### config.mk
export PLATFORM = sky130hd
export DESIGN_NAME = base64_stream_encoder_unit
export DESIGN_NICKNAME = d
export VERILOG_FILES = /design/src/design/b64se_pkg.sv /design/src/design/base64_stream_encoder_unit.sv
export SDC_FILE = /design/constraint.sdc
export NUM_CORES = 1
export LEC_CHECK = 0
export BUFFER_PORTS_ARGS = -buffer_cell sky130_fd_sc_hd__buf_2
export CORE_MARGIN = 4
export CORE_UTILIZATION = 23
export CTS_BUF_LIST = sky130_fd_sc_hd__clkbuf_4
export CTS_CLUSTER_DIAMETER = 200
export DETAILED_ROUTE_END_ITERATION = 10
export PLACE_DENSITY = 0.48
export RECOVER_POWER = 50
export SYNTH_ARGS = -nofsm -noshare
export SYNTH_HDL_FRONTEND = slang
export SYNTH_SLANG_ARGS = --single-unit
### constraint.sdc
create_clock -name clk -period 3.8 [get_ports clk]
set_input_delay 1.14 -clock clk [delete_from_list [all_inputs] [get_ports clk]]
set_output_delay 1.14 -clock clk [all_outputs]
set_load 0.005 [all_outputs]
### src/design/b64se_pkg.sv
`timescale 1ns / 1ps
`default_nettype none
// ----------------------------------------------------------------------------
// b64se_pkg
// Shared types, constants and the alphabet lookup for the base64 encoder.
// ----------------------------------------------------------------------------
package b64se_pkg;

    // Character codes
    localparam logic [7:0] LINE_FEED = 8'd10;
    localparam logic [7:0] PAD_CHAR  = 8'd61;

    // Groups per line after reset (72 characters)
    localparam logic [7:0] GPL_RESET = 8'd18;

    // Deepest burst caused by one byte: four characters and two line feeds
    localparam int MAX_CHARS = 6;
    localparam int CNT_W     = $clog2(MAX_CHARS + 1);

    // One character waiting to leave the block
    typedef struct packed {
        logic [7:0] code;
        logic       last;
    } b64_char_t;

    // Standard alphabet: A-Z a-z 0-9 + /
    function automatic logic [7:0] b64_sym(input logic [5:0] six);
        logic [7:0] s;
        begin
            s = {2'b00, six};
            if (six < 6'd26)
                b64_sym = 8'd65 + s;
            else if (six < 6'd52)
                b64_sym = 8'd71 + s;
            else if (six < 6'd62)
                b64_sym = s - 8'd4;
            else if (six == 6'd62)
                b64_sym = 8'd43;
            else
                b64_sym = 8'd47;
        end
    endfunction

endpackage
`default_nettype wire

### src/design/base64_stream_encoder_unit.sv
`timescale 1ns / 1ps
`default_nettype none
// The first character of a group is valid in the cycle after the byte completing it is taken.
// Throughput: one character per cycle while out_ready is high, from a six-entry result register;
// a completing byte is taken when that register drains.
// Bytes that only fill the group are taken in any cycle, even while characters are draining.
// Reset: asynchronous, active low; empties the result register, clears the group state
// and loads 18 groups per line.
// ----------------------------------------------------------------------------
// base64_stream_encoder_unit
// Base64 stream encoder with line wrapping and '=' padding of a short final group.
// ----------------------------------------------------------------------------
module base64_stream_encoder_unit
    import b64se_pkg::*;
(
    input  wire logic       clk,
    input  wire logic       rst_n,
    // byte input
    input  wire logic       in_valid,
    output logic            in_ready,
    input  wire logic [7:0] data_byte,
    input  wire logic       final_byte,
    // character output
    output logic            out_valid,
    input  wire logic       out_ready,
    output logic [7:0]      char_out,
    output logic            last_char,
    // configuration
    input  wire logic       cfg_valid,
    output logic            cfg_ready,
    input  wire logic [7:0] cfg_data
);

    // State
    logic [7:0]       gpl_reg;
    logic [15:0]      pend_reg, pend_next;
    logic [1:0]       phase_reg, phase_next;
    logic [7:0]       lgc_reg, lgc_next;
    b64_char_t        chars_reg [MAX_CHARS];
    b64_char_t        chars_next [MAX_CHARS];
    logic [CNT_W-1:0] cnt_reg, cnt_next;

    // Datapath signals
    logic [23:0] grp_val;
    logic [1:0]  grp_len;
    logic        emit;
    logic        wrap;
    logic [7:0]  lgc_inc;
    logic        accept;
    logic        load;
    logic        pop;
    logic        buf_free;
    b64_char_t   burst [MAX_CHARS];
    logic [CNT_W-1:0] burst_cnt;

    // Output side
    assign out_valid = (cnt_reg != '0);
    assign char_out  = chars_reg[0].code;
    assign last_char = chars_reg[0].last;
    assign pop       = out_valid && out_ready;
    assign cfg_ready = 1'b1;

    // Group assembly; phase three behaves as phase zero
    always_comb
    begin
        case (phase_reg)
            2'd1:
            begin
                grp_val = {pend_reg[15:8], data_byte, 8'h00};
                grp_len = 2'd2;
            end
            2'd2:
            begin
                grp_val = {pend_reg, data_byte};
                grp_len = 2'd3;
            end
            default:
            begin
                grp_val = {data_byte, 16'h0000};
                grp_len = 2'd1;
            end
        endcase
    end

    assign emit    = (grp_len == 2'd3) || final_byte;
    assign lgc_inc = lgc_reg + 8'd1;
    assign wrap    = (lgc_inc == gpl_reg);

    // Take a byte when the burst register drains, or any byte that emits nothing
    assign buf_free = (cnt_reg == '0) || ((cnt_reg == CNT_W'(1)) && out_ready);
    assign in_ready = buf_free || !emit;
    assign accept   = in_valid && in_ready;
    assign load     = accept && emit;

    // Burst of characters caused by this byte
    always_comb
    begin
        burst[0] = '{code: b64_sym(grp_val[23:18]), last: 1'b0};
        burst[1] = '{code: b64_sym(grp_val[17:12]), last: 1'b0};
        burst[2] = '{code: (grp_len >= 2'd2) ? b64_sym(grp_val[11:6]) : PAD_CHAR,
                     last: 1'b0};
        burst[3] = '{code: (grp_len == 2'd3) ? b64_sym(grp_val[5:0]) : PAD_CHAR,
                     last: 1'b0};
        // wrap feed first, closing feed after it
        burst[4] = '{code: LINE_FEED, last: !wrap};
        burst[5] = '{code: LINE_FEED, last: 1'b1};
        burst_cnt = CNT_W'(4) + CNT_W'(wrap) + CNT_W'(final_byte);
    end

    // Next group state
    always_comb
    begin
        pend_next  = pend_reg;
        phase_next = phase_reg;
        lgc_next   = lgc_reg;
        if (accept)
        begin
            if (emit)
            begin
                pend_next  = 16'h0000;
                phase_next = 2'd0;
                lgc_next   = wrap ? 8'd0 : lgc_inc;
            end
            else if (grp_len == 2'd1)
            begin
                pend_next  = {data_byte, 8'h00};
                phase_next = 2'd1;
            end
            else
            begin
                pend_next  = {pend_reg[15:8], data_byte};
                phase_next = 2'd2;
            end
            if (final_byte)
                lgc_next = 8'd0;
        end
    end

    // Burst register: load whole, shift one out per transaction
    always_comb
    begin
        cnt_next = cnt_reg;
        for (int i = 0; i < MAX_CHARS; i++)
            chars_next[i] = chars_reg[i];
        if (load)
        begin
            cnt_next = burst_cnt;
            for (int i = 0; i < MAX_CHARS; i++)
                chars_next[i] = burst[i];
        end
        else if (pop)
        begin
            cnt_next = cnt_reg - CNT_W'(1);
            for (int i = 0; i < MAX_CHARS - 1; i++)
                chars_next[i] = chars_reg[i + 1];
        end
    end

    // Control state
    always_ff @(posedge clk or negedge rst_n)
    begin
        if (!rst_n)
        begin
            gpl_reg   <= GPL_RESET;
            pend_reg  <= 16'h0000;
            phase_reg <= 2'd0;
            lgc_reg   <= 8'd0;
            cnt_reg   <= '0;
        end
        else
        begin
            if (cfg_valid && cfg_ready)
                gpl_reg <= cfg_data;
            pend_reg  <= pend_next;
            phase_reg <= phase_next;
            lgc_reg   <= lgc_next;
            cnt_reg   <= cnt_next;
        end
    end

    // Character payload, no reset
    always_ff @(posedge clk)
    begin
        for (int i = 0; i < MAX_CHARS; i++)
            chars_reg[i] <= chars_next[i];
    end

endmodule
`default_nettype wire

After elaboration in Yosys (flattened, before gate mapping)
Memories as Yosys holds them, arrays and structs flattened.
Index checks and enable logic that the tools add are counted.

word-level totals
  memories = 1
  output and inout port bits = 12
  flip-flop bits (word level) = 37
  input port bits = 22
  RAM bits = 54
  logic and storage cells = 94

operators by class
  multiplexer cells = 32
  reductions and logical operators = 16
  order comparisons = 13
  add/subtract/negate cells = 16
  eq/ne operators = 10

memories
  memory     depth  bits a word  rd ports  clocked after Yosys merged registers in  write ports  line                              source
  chars_reg  6      9            6         0                                        6            base64_stream_encoder_unit.sv:39  b64_char_t chars_reg [MAX_CHARS];

operators by type and width
  cell                 count
  $mux 8               17
  $mux 45              2
  $add 7x6->8 const A  8
  $lt 6x6->1 const B   8
  $pmux 24 s2          1
  $mux 16              2
  $sub 6x3->7 const B  4
  $eq 6x6->1 const B   4
  $lt 6x5->1 const B   4
  $mux 3               6
  $mux 9               1
  $add 8x1->8 const B  1
  $eq 8x8->1           1
  $reduce_bool 2->1    3
  $eq 2x1->1 const B   2
  $eq 2x2->1 const B   2
  $logic_and 1x1->1    4
  $mux 2               2
  $pmux 2 s2           1
  $reduce_and 2->1     2
  $add 3x1->3          1
  $add 3x1->3 const A  1
  $eq 3x1->1 const B   1
  $logic_not 3->1      1
  5 further kinds      8

Longest topological paths before layout
Gate-level depths: netlist (run 1).

  depth after elaboration = 9
  depth in mapped cells = 14
  mapped depth without buffers = 12

Worst setup path before layout (run 1)
OpenSTA, ideal clock, no wires.

  path kind = input -> register
  from = input data_byte[0]
  to = memory chars_reg[2][3] in the netlist's numbering, data pin
  setup time = 0.263 ns
  data required time = 3.537 ns
  data arrival time = 3.160 ns
  path slack = 0.377 ns
  stages on the path = 11
  buffers on the path = 3
  cells stage by stage = buf_2 a22oi_1 or2_2 clkbuf_1 ha_1 nor3_1 nand2b_1 clkbuf_1 a311o_1 a221oi_1 o21ai_1

RTL lines
  what         line                              source
  from (decl)  base64_stream_encoder_unit.sv:21  input wire logic [7:0] data_byte,
  to (decl)    base64_stream_encoder_unit.sv:39

==> summary by stage, run 1 <==
Floorplan
In this run the count of I/O pins placed on the die edge is 34. The die is 156 um tall. The floorplan has 53 rows. The floorplan step defined a core boundary enclosing 0.0213 mm^2. The die area is 0.0243 mm^2. The die is 156 um wide. Once the floorplan was initialized, standard cells occupied 23.7% of the core.

Routing
The per-cell via count in the routed design is 4.86. The number of routed nets with antenna violations is 0. After detailed routing, the number of remaining DRC violations is 0. The starting DRC count in detailed routing is 295. Before antenna repair, the detailed router went through 4 iterations. The detailed-route wire length is 13900 um.

The detail-routed net length per standard cell is 15.9 um. The via count is 4251.

Yosys
In the synthesized netlist the async set-or-reset flop fraction comes to 50.0%. The average instance in the mapped netlist occupies 8.91 um^2. Yosys printed 0 warnings. Counting every net in the synthesized netlist gives 612. The most instantiated flip-flop cell in the synthesis netlist is sky130_fd_sc_hd__dfrtp_1. The count of flip-flops with a built-in enable after synthesis is 33. The cell area after synthesis is 0.00503 mm^2. The unique cell type count in the Yosys netlist is 73.

The flop and latch count out of synthesis is 74. The number of cells produced by synthesis is 565. Sequential cells were found to cover 39.7% of the synthesized design area.

Clock network
The TritonCTS clock tree is built. The clock reaches the later pin of the worst-skew pair after 0.47 ns. The depth of the CTS H-tree is 3. The number of buffers between clock root and the deepest sink is 2. The library cell used as clock root buffer is sky130_fd_sc_hd__clkbuf_4. The hold buffer count at CTS is 0.

The clock sink count is 74. The number of buffers inserted during clock tree synthesis is 9. The clock transition time at the flip-flop clock pins of the worst setup and hold paths is 0.13 ns. After clock tree synthesis, the setup repair step added 0 buffers. Post-CTS repair changed the size of 0 cells.

Critical path
In this run the worst path has a maximum fanout of 14. The startpoint of the worst register-to-register path is phase_reg[1]. The slowest stage of the critical path is the sky130_fd_sc_hd__a21oi_1 cell. Traced cell by cell, the critical path runs through inv_1, ha_1, nor2_1, nor3b_1, a21oi_1, inv_1, ha_1, a21oi_1, o21ai_0, a211oi_2, xnor2_1, o21ai_0. The critical path launch point is phase_reg[1]. Data on the critical path is required at its endpoint by 3.99 ns. The classification of the worst setup path is reg -> reg. The worst setup path is captured at a flop.

The kind of start point of the critical path is a flop. Data arrives at the worst endpoint at 3.56 ns. The setup slack of the most critical reg-to-reg path is 0.43 ns. The largest single stage delay on the critical path is 0.45 ns.

GRT
The global-route wire length before repair is 22800 um. Global routing used 11.9% of the available tracks. Entering global routing, the biggest net connects 38 pins. The number of antenna violations at the first check in global routing is 1.

For this run the aggregate overflow at the end of global routing stands at 0. The number of global-route vias before repair is 4118.

Outcome
The checks that failed: max-capacitance violations, max-slew violations. The flow ran to the end, but the final reports show violations.

Place
The number of buffers inserted by port buffering is 32. The placer's final routability congestion estimate is 0.877. The placed wire-length estimate after detailed placement is 10100 um. The total instance count after detailed placement is 858. The cell area after placement is 0.00552 mm^2.

STA
The actual transition at the worst max-transition pin is 2.24 ns. Setup violations remaining at the end of the flow were counted as 0. The final period demand of the worst path is 3.37 ns. The setup clock skew after layout is 0.0331 ns.

The final count of pins violating max slew is 38. Timing would allow up to 297 MHz. Headroom to the max-slew limit came out at -49.6%. Setup repair after global routing left no endpoint under its margin. The share of the clock period used by the worst path is 88.6%. The final hold violation count is 0. The post-route setup TNS is 0 ns.

Hold path
In this run the most critical hold path is launched from chars_reg[3][0]. The path type of the worst min-delay path is reg -> reg.

Layout
The flip-flop count of the largest register after layout is 37. The fraction of final layout cells sized beyond drive strength 1 is 14.0%. The top cell types in the final layout, fill and taps aside, are sky130_fd_sc_hd__nand2_1 (81), sky130_fd_sc_hd__o21ai_0 (45), sky130_fd_sc_hd__nor2_1 (36).

After routing the design area is 0.00561 mm^2. The layout-stage area growth over the synthesis result is 11.4%. The count of non-filler cells in the finished layout is 875. The library cell used most frequently in the layout, excluding fill and tap cells, is sky130_fd_sc_hd__nand2_1. The post-layout net count is 641.

Run
Max-cap violations in this run came to 1.

Power
The leakage power is 0.00223 uW. The power per standard cell area is 731 mW/mm^2. VDD sags by at most 0.257 mV.

The design draws 4100 uW.
synthesized netlist by cell type, drive strengths merged (3+ instances only):
cell    instances  area [um^2]
o31ai           7         52.6
nand3          26          135
nand4           5         31.3
o211ai          4         30.0
dfxtp           4         80.1
o21a            7         52.6
a21o            5         38.8
a21oi          28          140
nand2          81          304
nor2           37          146
nor3b           5         37.5
a32oi           4         35.0
o21ai          51          259
mux2i           5         50.1
clkbuf         18         67.6
inv            24         90.1
buf            18          116
nor3           17         90.1
edfxtp         33          991
mux2            8         90.1
nor2b           5         31.3
a22oi           8         65.1
or2             5         31.3
and3            4         25.0
dfrtp          35          876
a31oi           5         31.3
a22o           22          193
ha             25          313
nand2b          4         25.0
xnor2          13          114
a211oi          5         42.5
or3             3         20.0
o41ai           3         26.3
xor2           10         87.6
path summary, 6_finish.rpt:
kind                       depth (start not counted)              end
max                                               12  chars_reg[0][3]
min                                                2  chars_reg[3][0]
max reg2reg                                       12  chars_reg[0][3]
min reg2reg                                        2  chars_reg[3][0]
max in group asynchronous                          1     pend_reg[10]
min in group asynchronous                          1     pend_reg[15]
critical path: cells and delay by family (launching register included):
family,cells,cell delay (ns)
AOI/OAI and AO/OA,5,1.21
xor gates and xnor gates,1,0.13
adders and majority gates,2,0.69
buffers and inverters,2,0.22
DFF,1,0.39
and+or+nand+nor,2,0.47
kinds of logic after synthesis:
group	share of synthesized area, %
AND/OR/NAND/NOR	19.1
AO/OA/AOI/OAI	22.7
flip-flops	39.7
buffers and inverters	5.44
adder cells (fa/ha/maj)	6.21
XOR/XNOR	4.00
multiplexers	2.78
other	0.0745
cell type report:
cell class / instances / area (um^2)
multi-input cells: 431 / 2760
diodes: 1 / 2.50
inverters: 24 / 90.1
clock buffers: 10 / 75.1
clock inverters: 6 / 35.0
flip-flops and latches: 74 / 2000
repair buffers: 54 / 305
well taps: 275 / 344
fillers: 2259 / 15700
stage by stage:
stage / hold slack, ns / setup WS, ns / utilization [%]
2_1_floorplan: 0.437 / 0.377 / -
3_3_place_gp: 0.445 / 0.347 / 25.9
6_report: 0.463 / 0.435 / 26.3
4_1_cts: 0.466 / 0.470 / 26.5
3_5_place_dp: 0.447 / 0.270 / 25.9
5_1_grt: 0.496 / 0.130 / 26.3
routing by layer:
metal | global-route usage [%] | routed length [um]
met1 | 16.0 | 6650
met2 | 18.7 | 6300
met3 | 2.30 | 659
met4 | 4.59 | 273
met5 | 0 | 0
where the power goes:
| part | internal [uW] | switching, uW | total (uW) | leakage, uW |
|---|---|---|---|---|
| registers | 1190 | 181 | 1370 | 0.000836 |
| logic | 861 | 1410 | 2280 | 0.00133 |
| clock network | 137 | 313 | 450 | 0.0000636 |
No activity file was read; power rests on OpenSTA's default activity.
==> run 2: changes to the inputs <==
==> constraint.sdc (replaced) <==
create_clock -name clk -period 3.2 [get_ports clk]
set_input_delay 0.96 -clock clk [delete_from_list [all_inputs] [get_ports clk]]
set_output_delay 0.96 -clock clk [all_outputs]
set_load 0.005 [all_outputs]
==> run 2 against run 1 <==
  * The run still ends with max-capacitance violations, max-slew violations left
  * Final cell count increased by 2.5%
  * Clock skew decreased by 0.0049 ns
  * Critical path depth decreased by 1
  * Flip-flop and latch count unchanged
  * Largest cell class unchanged
  * Highest routed layer unchanged
==> summary by stage, run 2 (synthesis results as in run 1) <==
Critical path
Counting stages on the worst path, the most repeated cell is sky130_fd_sc_hd__buf_4. The arrival time reported for the critical path endpoint is 3.16 ns (-0.40 ns). The slowest stage of the critical path belongs to the cell sky130_fd_sc_hd__clkbuf_1. STA classifies the critical path startpoint as a flop.

The stage delay of the slowest cell on the critical path is 0.45 ns (about the same). The highest fanout seen on the critical path is 11 (-3). The signal on the critical path passes through inv_1, ha_1, buf_4, clkbuf_1, nand2_1, o21ai_1, buf_4, o21ba_2, a211oi_2, xnor2_1, o21ai_0. The endpoint identified for the worst register-to-register timing path is chars_reg[0][3]. The depth of the worst register-to-register path is 11 (-1).

The classification of the worst setup path is reg -> reg. The required time at the endpoint of the critical path is 3.39 ns (-0.60 ns). The setup slack of the most critical reg-to-reg path is 0.23 ns (-0.21 ns). The worst setup path is captured at a flop. The worst register-to-register path begins at phase_reg[0].

Place
The number of buffers inserted by port buffering is 32 (unchanged). The placer's final routability congestion estimate is 0.849 (-3.2%). The placed wire-length estimate after detailed placement is 10600 um (+4.7%).

GRT
The all-layer global routing usage is 12.3% (+0.49 points). The largest net degree at the start of global routing is 38 (unchanged). The residual overflow from global routing is 0 (unchanged). The number of global-route vias before repair came to 4343 (+5.5%).

The global-route wire length before repair was 23800 um (+4.5%). The number of antenna violations at the first check in global routing is 1 (unchanged).

Routing
The detail-routed net length per standard cell is 15.9 um (+0.24%). The via count is 4316 (+1.5%). The per-cell via count in the routed design was 4.81 (-0.96%).

The detailed-route wire length is 14300 um (+2.8%). The final routed DRC violation total is 0 (unchanged). The number of routed nets with antenna violations was 0 (unchanged). The starting DRC count in detailed routing is 312 (+5.8%). The first-pass iteration count of the detailed router was 4 (unchanged).

Layout
The post-layout net count is 663 (+3.4%). Leaving out fill and tap cells, the most frequent cells in the layout are sky130_fd_sc_hd__nand2_1 (81), sky130_fd_sc_hd__o21ai_0 (44), sky130_fd_sc_hd__buf_4 (40). The library cell used most frequently in the layout, excluding fill and tap cells, is sky130_fd_sc_hd__nand2_1. The layout-stage area growth over the synthesis result is 15.7%. The fraction of final layout cells sized beyond drive strength 1 is 17.6% (+3.5 points). The flip-flop count of the largest register after layout is 37 (unchanged).

Floorplan
The width of the die came to 156 um (unchanged). The number of core rows came to 53 (unchanged). The die area is 0.0243 mm^2 (unchanged). The area inside the core boundary is 0.0213 mm^2 (unchanged). The chip height came to 156 um (unchanged). The initial standard-cell utilization of the core is 23.7% (unchanged). The top-level I/O count was 34 (unchanged).

Clock network
In this run the clock root is driven by a sky130_fd_sc_hd__clkbuf_4. The number of buffers between clock root and the deepest sink is 2 (unchanged). The hold buffer count at CTS came to 0 (unchanged). The clock transition time at the flip-flop clock pins of the worst setup and hold paths came to 0.13 ns (about the same). TritonCTS built the clock tree. The number of buffers inserted during clock tree synthesis is 9 (unchanged). The clock latency of the later-clocked register in the worst-skew pair is 0.46 ns (about the same). The clock sink count is 74 (unchanged). The depth of the CTS H-tree was 3 (unchanged).

Outcome
The checks that failed: max-capacitance violations, max-slew violations. The flow ran to the end, but the final reports show violations.

STA
The final-report setup violation count is 0 (unchanged). Setup repair after global routing left no endpoint under its margin. The share of the clock period used by the worst path is 92.8% (+4.3 points). The final hold violation count is 0 (unchanged). The final period demand of the worst path is 2.97 ns (-0.394 ns). The setup clock skew after layout came to 0.0282 ns (-0.00491 ns). The final count of pins violating max slew is 38 (unchanged). The actual transition at the worst max-transition pin came to 2.30 ns (+0.0520 ns). The headroom to the max-slew limit was -53.1% (-3.5 points).

The top achievable clock speed is 337 MHz (+13%). The post-route setup TNS was 0 ns (unchanged).

Hold path
The path type of the worst min-delay path is reg -> reg. For hold timing, the worst endpoint is chars_reg[0][0]. The startpoint identified for the worst hold timing path is chars_reg[0][0]. The hold path depth was 2 (unchanged).

Power
The total power came to 5040 uW (+23%). The worst vdd rail ir drop is 0.259 mV (+0.75%). The power per standard cell area is 865 mW/mm^2 (+18%). The leakage power is 0.00235 uW (+5.3%).

Run
The reported max-cap violation count is 1 (unchanged).
==> run 2: final cells by class <==
class                   instances  area (um^2)
repair buffers                 76          484
clock buffers                  10         75.1
clock inverters                 6         57.6
well taps                     275          344
fillers                      2289        15500
inverters                      24         90.1
diodes                          1         2.50
multi-input cells             431         2770
flip-flops and latches         74         2000
==> run 2: how the worst max path moves through the flow <==
stage	start	end	slack, ns	depth (start not counted)
floorplan	data_byte[0]	chars_reg[2][3]	0.01	11
global placement	data_byte[6]	chars_reg[1][2]	0.12	10
detailed placement	data_byte[6]	chars_reg[1][2]	0.12	10
CTS	phase_reg[0]	in_ready	0.23	5
global route	phase_reg[0]	chars_reg[1][2]	0.03	12
finish	phase_reg[0]	chars_reg[0][3]	0.23	11
==> run 2: per-stage QoR <==
step,cells,area (um^2),util [%],setup slack [ns],hold slack [ns]
global route,897,5820,27.4,0.0331,0.490
finish,897,5820,27.4,0.229,0.462
detailed placement,880,5700,26.8,0.118,0.447
CTS,896,5840,27.4,0.225,0.465
floorplan,565,5040,-,0.0148,0.437
global placement,880,5700,26.8,0.124,0.444
==> run 2: worst max-delay path: cells and delay by family, from the launching register on <==
kind	cells	cell delay (ns)
XOR/XNOR	1	0.14
AND/OR/NAND/NOR	1	0.09
buffers and inverters	4	0.95
flip-flops	1	0.40
adder cells (fa/ha/maj)	1	0.38
AO/OA/AOI/OAI	4	0.74
==> run 2: timing repair <==
item | CTS | global route
setup endpoints to repair | 0 | 2
buffers inserted | 0 | 0
resized for setup | 0 | 2
==> run 2: report_power, final <==
part / switching, uW / internal (uW) / total, uW
clock: 369 / 240 / 610
combinational: 1690 / 1110 / 2800
sequential: 215 / 1410 / 1630
total: 2270 / 2770 / 5040
==> run 2: metal layers <==
layer  wire length (um)  share of wire (%)  global-route usage, %  vias up
li1                   -                  -                      -     2156
met3                493                3.5                   1.80       17
met5                  0                  0                      0        -
met1               7110                 50                   17.9     2072
met2               6430                 45                   18.7       71
met4                231                1.6                   4.29        0
==> run 3: changes to the inputs <==
--- a/config.mk
+++ b/config.mk
@@ -8,7 +8,6 @@
 export BUFFER_PORTS_ARGS = -buffer_cell sky130_fd_sc_hd__buf_2
 export CORE_MARGIN = 4
 export CORE_UTILIZATION = 23
-export CTS_BUF_LIST = sky130_fd_sc_hd__clkbuf_4
 export CTS_CLUSTER_DIAMETER = 200
 export DETAILED_ROUTE_END_ITERATION = 10
 export PLACE_DENSITY = 0.48
==> run 3 against run 2 <==
  * The run still ends with max-capacitance violations, max-slew violations left
  * Clock-buffer cell count up 1
  * Global-route usage about the same
  * Non-clock buffer count unchanged
  * Critical path type unchanged
  * Largest cell class unchanged
  * Highest routed layer unchanged
==> summary by stage, run 3 (synthesis results as in run 1) <==
Place
The placed wire-length estimate after detailed placement is 10600 um (unchanged). The number of buffers inserted by port buffering is 32 (unchanged). The placer's final routability congestion estimate is 0.849 (unchanged). The setup slack at placement is 0.118 ns (unchanged).

Outcome
The run finished, with violations left. The checks that failed: max-capacitance violations, max-slew violations.

Layout
The top cell types in the final layout, fill and taps aside, are sky130_fd_sc_hd__nand2_1 (81), sky130_fd_sc_hd__o21ai_0 (45), sky130_fd_sc_hd__buf_4 (41). The commonest non-fill, non-tap cell in the layout is sky130_fd_sc_hd__nand2_1. The post-layout net count is 663 (unchanged). The antenna diode count came to 0 (-1). The register area is 0.00200 mm^2 (unchanged).

The post-route core utilization was 28.1% (+0.76 points). The flip-flop count of the largest register after layout came to 37 (unchanged). The number of fill cells is 2274 (-0.66%).

The layout-stage area growth over the synthesis result is 18.9%. The fraction of final layout cells sized beyond drive strength 1 came to 17.6% (unchanged). The area of combinational cells with multiple inputs was 0.00277 mm^2 (-0.14%).

Floorplan
The number of core rows is 53 (unchanged). The chip height is 156 um (unchanged). The die area was 0.0243 mm^2 (unchanged). The width of the die is 156 um (unchanged). The area inside the core boundary came to 0.0213 mm^2 (unchanged). The initial standard-cell utilization of the core came to 23.7% (unchanged). The top-level I/O count came to 34 (unchanged).

GRT
The number of antenna violations at the first check in global routing is 0 (-1). The global-route wire length before repair is 23800 um (+0.11%). The all-layer global routing usage came to 12.3% (-0.023 points). The residual overflow from global routing is 0 (unchanged). The largest net degree at the start of global routing came to 38 (unchanged). The number of global-route vias before repair is 4348 (+0.12%).

STA
The post-route setup TNS is 0 ns (unchanged). The tightest hold margin is 0.453 ns (-0.00934 ns). Setup repair after global routing left no endpoint under its margin. The final hold violation count came to 0 (unchanged). The headroom to the max-slew limit was -50.9% (+2.1 points).

The share of the clock period used by the worst path is 90.1% (-2.7 points). The final count of pins violating max slew is 38 (unchanged). The final-report setup violation count is 0 (unchanged). The final period demand of the worst path is 2.88 ns (-0.0864 ns).

The setup clock skew after layout is 0.0104 ns (-0.0179 ns). The top achievable clock speed is 347 MHz (+3.0%). The setup slack after layout is 0.315 ns (+0.0864 ns). The actual transition at the worst max-transition pin was 2.26 ns (-0.0322 ns).

Critical path
The kind of start point of the critical path is a flop. In this design, the critical path's most frequently occurring cell is sky130_fd_sc_hd__o21ai_0. The stage delay of the slowest cell on the critical path is 0.40 ns (-0.05 ns). The classification of the worst setup path is reg -> reg.

The kind of cell with the highest combined delay along the critical path is compound AO/OA/AOI/OAI gates. The critical path depth in cells is 11 (unchanged). The sum of buffers and inverters on the critical path came to 3 (-1).

The arrival time reported for the critical path endpoint is 2.95 ns (-0.21 ns). The signal on the critical path passes through inv_1, ha_1, buf_4, o21ai_0, o21ai_0, inv_1, ha_1, nor2b_1, a21oi_1, o41ai_1, o21ai_0. Among all stages on the critical path, the largest delay is contributed by sky130_fd_sc_hd__dfrtp_1. The setup slack of the most critical reg-to-reg path was 0.32 ns (+0.09 ns). The depth of the worst register-to-register path is 11 (unchanged). The highest fanout seen on the critical path is 23 (+12).

The category of the worst setup path capture point is a flop. The required time at the endpoint of the critical path was 3.27 ns (-0.12 ns).

Clock network
The hold buffer count at CTS is 0 (unchanged). The number of buffers between clock root and the deepest sink is 2 (unchanged). TritonCTS built the clock tree. The clock latency of the later-clocked register in the worst-skew pair is 0.35 ns (-0.11 ns). The number of buffers inserted during clock tree synthesis is 9 (unchanged). The post-cts sizing count is 0 (unchanged). The depth of the CTS H-tree is 3 (unchanged). The library cell used as clock root buffer is sky130_fd_sc_hd__clkbuf_16. The post-CTS setup-driven buffer insertion count is 0 (unchanged). The clock transition time at the flip-flop clock pins of the worst setup and hold paths came to 0.06 ns (-0.07 ns). The clock sink count is 74 (unchanged).

Routing
The detail-routed net length per standard cell came to 15.9 um (+0.17%). The via count is 4336 (+0.46%). The detailed-route wire length came to 14300 um (about the same). The final routed DRC violation total is 0 (unchanged). The per-cell via count in the routed design is 4.84 (+0.58%). The starting DRC count in detailed routing is 344 (+10%). The number of routed nets with antenna violations is 0 (unchanged). The first-pass iteration count of the detailed router is 5 (+1).

Hold path
The hold path depth was 2 (unchanged). The min-delay analysis places its worst path in the category reg -> reg.

Power
The proportion of total power due to net switching was 42.3% (-2.8 points). The fraction of power consumed by sequential logic is 29.8% (-2.6 points). The total internal power was 3160 uW (+14%). The net switching power is 2320 uW (+2.1%).

The power per standard cell area is 916 mW/mm^2 (+5.9%). The total power came to 5480 uW (+8.8%). The part of the total power dissipated in the clock network is 18.9% (+6.8 points). The combinational share of power is 51.2% (-4.3 points).

The worst vdd rail ir drop is 0.226 mV (-13%). The leakage power was 0.00242 uW (+3.2%).

Run
The reported max-cap violation count came to 1 (unchanged).
[run 3: cell types whose count changed in the layout (fill, tap and decap cells not counted), sizes merged]
cell	before	now
buf	67	68
diode	1	0
clkinv	3	2
[run 3: layout make-up]
type	instances	share of cell area (%)
inverters	24	1.51
flip-flops and latches	74	33.4
multi-input cells	431	46.2
clock buffers	11	4.06
clock inverters	5	0.899
well taps	275	5.75
repair buffers	76	8.15
[run 3: metrics by stage]
step	instances	cell area (um^2)
finish	896	5980
floorplan	565	5040
detailed placement	880	5700
CTS	896	6000
global placement	880	5700
global route	896	5980
[run 3: worst paths after layout]
kind                                 start               to
setup / recovery              phase_reg[0]  chars_reg[0][5]
hold / removal             chars_reg[0][0]  chars_reg[0][0]
setup reg to reg              phase_reg[0]  chars_reg[0][5]
hold reg to reg            chars_reg[0][0]  chars_reg[0][0]
max in group asynchronous            rst_n     pend_reg[10]
min in group asynchronous            rst_n       lgc_reg[7]
[run 3: routing by layer]
metal	global-route usage, %	up-vias	share of wire [%]
met3	2.14	18	4.4
met4	3.54	0	1.4
li1	-	2162	-
met2	18.7	92	45
met5	0	-	0
met1	17.9	2064	49
[run 3: power groups by stage]
stage	combinational, uW	clock (uW)	sequential (uW)
detailed placement	2810	0	1650
floorplan	1960	0	1580
global route	3180	1110	1680
finish	2810	1040	1640
CTS	2830	1070	1640
global placement	2820	0	1650
[run 3: worst register-to-register path, cell delays in order (launching register included)]
cell and delay (ns):
sky130_fd_sc_hd__dfrtp_1 0.40, sky130_fd_sc_hd__inv_1 0.08, sky130_fd_sc_hd__ha_1 0.19, sky130_fd_sc_hd__buf_4 0.27, sky130_fd_sc_hd__o21ai_0 0.11, sky130_fd_sc_hd__o21ai_0 0.36, sky130_fd_sc_hd__inv_1 0.18, sky130_fd_sc_hd__ha_1 0.25
sky130_fd_sc_hd__nor2b_1 0.20, sky130_fd_sc_hd__a21oi_1 0.09, sky130_fd_sc_hd__o41ai_1 0.34, sky130_fd_sc_hd__o21ai_0 0.14
